==> src/design/typed_slot_pool_allocator_core_macros.svh <==
// Assertion macros used by the allocator's top level.
`ifndef TYPED_SLOT_POOL_ALLOCATOR_CORE_MACROS_SVH
`define TYPED_SLOT_POOL_ALLOCATOR_CORE_MACROS_SVH

// The consequent must hold in the same cycle as the antecedent.
`define TSPA_ASSERT_SAME(label, clk, rst_n, ante, cons, msg) \
	label: assert property (@(posedge clk) disable iff (!rst_n) (ante) |-> (cons)) \
		else $error(msg);

// The consequent must hold in the cycle after the antecedent.
`define TSPA_ASSERT_NEXT(label, clk, rst_n, ante, cons, msg) \
	label: assert property (@(posedge clk) disable iff (!rst_n) (ante) |=> (cons)) \
		else $error(msg);

`endif

==> src/design/tspa_fifo.sv <==
// Small first-in first-out queue used between the allocator's stages.
`default_nettype none

module tspa_fifo #(
	parameter int WIDTH = 8,
	parameter int DEPTH = 2
) (
	input  wire logic             clk,
	input  wire logic             arst_n,
	input  wire logic             push,
	input  wire logic [WIDTH-1:0] din,
	output logic                  full,
	input  wire logic             pop,
	output logic [WIDTH-1:0]      dout,
	output logic                  empty
);

	localparam int PW = (DEPTH > 1) ? $clog2(DEPTH) : 1;
	localparam int CW = $clog2(DEPTH + 1);

	logic [WIDTH-1:0] entry_q [DEPTH];
	logic [PW-1:0]    wr_ptr_q;
	logic [PW-1:0]    rd_ptr_q;
	logic [CW-1:0]    count_q;
	logic             do_push;
	logic             do_pop;

	assign full    = (count_q == CW'(DEPTH));
	assign empty   = (count_q == '0);
	assign do_push = push && !full;
	assign do_pop  = pop && !empty;
	assign dout    = entry_q[rd_ptr_q];

	function automatic logic [PW-1:0] next_ptr(input logic [PW-1:0] ptr);
		return (ptr == PW'(DEPTH - 1)) ? '0 : ptr + PW'(1);
	endfunction

	always_ff @(posedge clk or negedge arst_n) begin
		if (!arst_n) begin
			wr_ptr_q <= '0;
			rd_ptr_q <= '0;
			count_q  <= '0;
		end else begin
			if (do_push) begin
				wr_ptr_q <= next_ptr(wr_ptr_q);
			end
			if (do_pop) begin
				rd_ptr_q <= next_ptr(rd_ptr_q);
			end
			if (do_push && !do_pop) begin
				count_q <= count_q + CW'(1);
			end else if (do_pop && !do_push) begin
				count_q <= count_q - CW'(1);
			end
		end
	end

	always_ff @(posedge clk) begin
		if (do_push) begin
			entry_q[wr_ptr_q] <= din;
		end
	end

endmodule

`default_nettype wire

==> config.mk <==
export PLATFORM = sky130hd
export DESIGN_NAME = tspa_fifo
export DESIGN_NICKNAME = d
export VERILOG_FILES = /design/src/design/typed_slot_pool_allocator_core_macros.svh /design/src/design/tspa_fifo.sv
export SDC_FILE = /design/constraint.sdc
export NUM_CORES = 1
export LEC_CHECK = 0
export BUFFER_PORTS_ARGS = -buffer_cell sky130_fd_sc_hd__buf_2
export CAP_MARGIN = 10
export CELL_PAD_IN_SITES_DETAIL_PLACEMENT = 2
export CELL_PAD_IN_SITES_GLOBAL_PLACEMENT = 2
export CORE_MARGIN = 2
export CORE_UTILIZATION = 36
export DETAILED_ROUTE_END_ITERATION = 10
export PLACE_DENSITY_LB_ADDON = 0.1
export SKIP_LAST_GASP = 1
export SLEW_MARGIN = 25
export SYNTH_ARGS = -nofsm -noshare
export SYNTH_HDL_FRONTEND = slang
export SYNTH_SLANG_ARGS = --single-unit
==> constraint.sdc <==
create_clock -name clk -period 2.4 [get_ports clk]
set_input_delay 0.48 -clock clk [delete_from_list [all_inputs] [get_ports clk]]
set_output_delay 0.48 -clock clk [all_outputs]
set_load 0.02 [all_outputs]
==> metrics.txt <==
CTS tree built; post-CTS setup buffer count 0; worst slew slack as a fraction of its limit 57.0%; status complete, no violations; share of the yosys chip area belonging to registers 74.2%; reg-to-reg critical path startpoint count_q[0]; Gates resized, CTS repair 0; wire length of the first global-routing pass 2.33 mm; number of buffers between clock root and the deepest sink 2; initial antenna violation count 0; leakage dissipation 0.394 nW; clk_skew 0.00931 ns; Root Driver clkbuf_4; count of hold-fix buffers inserted at cts 1; largest stage delay on the critical path 0.59 ns; area enclosed by the die boundary 2560 sq um; total power per unit cell area 1200 nW/um^2; CP Class flip-flop to output pin; end point of the most critical hold path entry_q[1][6]; Antenna Violating Nets Remaining 0; maximum resistive drop on vdd 0.535 mV; largest net degree at the start of global routing 12; Chip Width 50.6 microns; Post-layout nets 83; GPL Wtd Cong 0.682; starting density of the core 39.1%; Final min period 1.89 ns; vias per std cell 4.44; type of element launching the critical path flip-flop; post-synthesis share of cell area spent on full adders, half adders and majority gates 1.60%; Synth Register Bits 20; Core Box Area 2000 sq um; compound-gate portion of the synthesized area 0.640%; growth of design area from synthesis to finish 21.8%; max-cap violation count 0; top cell type's share of synthesized area 61.4%; portion of netlist area occupied by mux cells 11.5%; number of iterations in the first detailed-routing pass 1; placed wire-length estimate after detailed placement 1.14 mm; total area of multi-input combinational cells 189 sq um; fraction of final layout cells sized beyond drive strength 1 40.6%; arrival time at the worst endpoint 1.41 ns; yosys warns 0; Inserted Clock Buffers 3; cells after synthesis 44; Yosys cell types 15; Site Rows 16; vertical die dimension 50.6 microns; number of vias after detailed routing 426; Layout Cell Area excl Fill 952 sq um; unrepaired setup endpoints after global routing false; FF-to-FF setup slack 0.77 ns; number of diodes added for antenna fixing 0; DRC violation count after routing 0; sequential cell area 581 sq um; number of global-route vias before repair 475; Worst Tran Pin Value 0.642 ns; worst min-delay path class input port to flip-flop; Synth area leaders edfxtp_1 61%, dfrtp_1 13%, mux2_1 8.6%, mux2_2 2.9%, xnor2_1 2.2%; highest net fanout along the worst path 9; count of fill cells added during filler insertion 208; Synth Net Count 57; depth of the worst hold-timing path 1; final slew viol count 0; HP Start din[6]; fraction of the cycle the final worst path needs 78.8%; library cell occupying the most area in the post-synthesis netlist edfxtp_1; clock latency of the later-clocked register in the worst-skew pair 0.29 ns; Placement Cell Area 916 sq um; clock sinks 20; final setup violation count 0; CP Capture Type output pin; post-route setup TNS 0 ns; share of the core filled with cells in the final layout 47.6%; input/output buffers 21; crit path max-delay cell type dfrtp_1; Peak Freq 0.528 GHz; total track usage 12.7%; depth of the most critical reg-to-reg path 3; count of routing violations after the opening detailed-route iteration 0; main combinational cell family by area after synthesis multiplexers; Routed wire per std cell 14.8 microns; netlist area before placement 782 sq um; count of final hold-check violations 0; wire length after detailed routing 1.42 mm; XOR/XNOR Fraction of Synth Area 6.56%; H-tree level count 1; CP cell instances mux2_2 -> buf_2; syn_area_per_cell 17.8 sq um; required time worst endpoint 1.92 ns; simple-gate portion of the synthesized area 3.84%; aggregate global routing overflow 0; clock transition at the register clock pins on the worst setup and hold paths after CTS 0.11 ns; Ports 22; RR Endpoint entry_q[0][2]
logic make-up after synthesis:
kind of cell / Yosys count
AOI/OAI and AO/OA: 1
xor gates and xnor gates: 5
adders and majority gates: 1
buffers and inverters: 3
DFF: 20
muxes: 8
and+or+nand+nor: 6
worst max-delay path: cells and delay by family (launching register included):
family / cells / cell delay [ns]
muxes: 1 / 0.38
buffers and inverters: 1 / 0.16
DFF: 1 / 0.59
metal layers:
metal | global-route usage [%] | vias up | share of wire, % | wire (microns)
met3 | 2.68 | 0 | 3.5 | 50
li1 | - | 208 | - | -
met2 | 23.2 | 11 | 52 | 743
met5 | 0 | - | 0 | 0
met4 | 2.70 | 0 | 0 | 0
met1 | 15.4 | 207 | 44 | 626
metrics by stage:
step | instances | hold slack, ns | total power, W | worst slack, ns
after floorplan | 44 | 0.184 | 0.000863 | 1.01
after global placement | 91 | 0.293 | 0.000985 | 0.807
after detailed placement | 91 | 0.298 | 0.00101 | 0.783
after CTS | 96 | 0.372 | 0.00116 | 0.465
after global routing | 96 | 0.364 | 0.00122 | 0.419
final | 96 | 0.372 | 0.00114 | 0.508
report_power, final:
| group | switching [W] | internal [W] | total, W |
|---|---|---|---|
| Clock | 0.0000935 | 0.0000603 | 0.000154 |
| Sequential | 0.0000783 | 0.000485 | 0.000564 |
| Combinational | 0.000245 | 0.000181 | 0.000426 |
area by class of cell:
class,instances,share of cell area (%)
inverters,2,0.788
multi-input cells,21,19.8
clock buffers,3,2.37
clock inverters,1,0.394
well taps,27,3.55
flip-flops and latches,20,61.0
repair buffers,22,12.1
registers in the layout, summed over array words and instances (netlist names):
signal,cells
entry_q,16
wr_ptr_q,1
rd_ptr_q,1
count_q,2
cells in the mapped netlist:
cell type and n:
ha_1 1, xnor2_1 2, nand2b_1 1, nor2_1 3, nand2_2 1, o21ai_1 1, xor2_1 2, mux2_2 2
buf_2 1, inv_1 2, edfxtp_1 16, and3_1 1, dfrtp_1 4, mux2_1 6, xnor2_2 1
layout by cell type (no fill, tap or decap):
master / n
mux2_2: 2
o21ai_1: 1
dfrtp_1: 4
and3_1: 1
xnor2_2: 1
mux2_1: 6
buf_2: 21
nand2b_1: 1
nor2_1: 3
xnor2_1: 2
nand2_2: 1
xor2_1: 2
ha_1: 1
clkbuf_4: 3
edfxtp_1: 16
inv_1: 2
clkinv_1: 1
dlygate4sd3_1: 1
worst max path at each step:
| stage | slack (ns) | to | start |
|---|---|---|---|
| floorplan | 1.01 | entry_q[0][0] | count_q[0] |
| global placement | 0.81 | dout[2] | rd_ptr_q |
| detailed placement | 0.78 | entry_q[0][2] | count_q[0] |
| CTS | 0.46 | dout[2] | rd_ptr_q |
| global route | 0.42 | dout[5] | rd_ptr_q |
| finish | 0.51 | dout[2] | rd_ptr_q |
(Power assumes the default switching activity.)
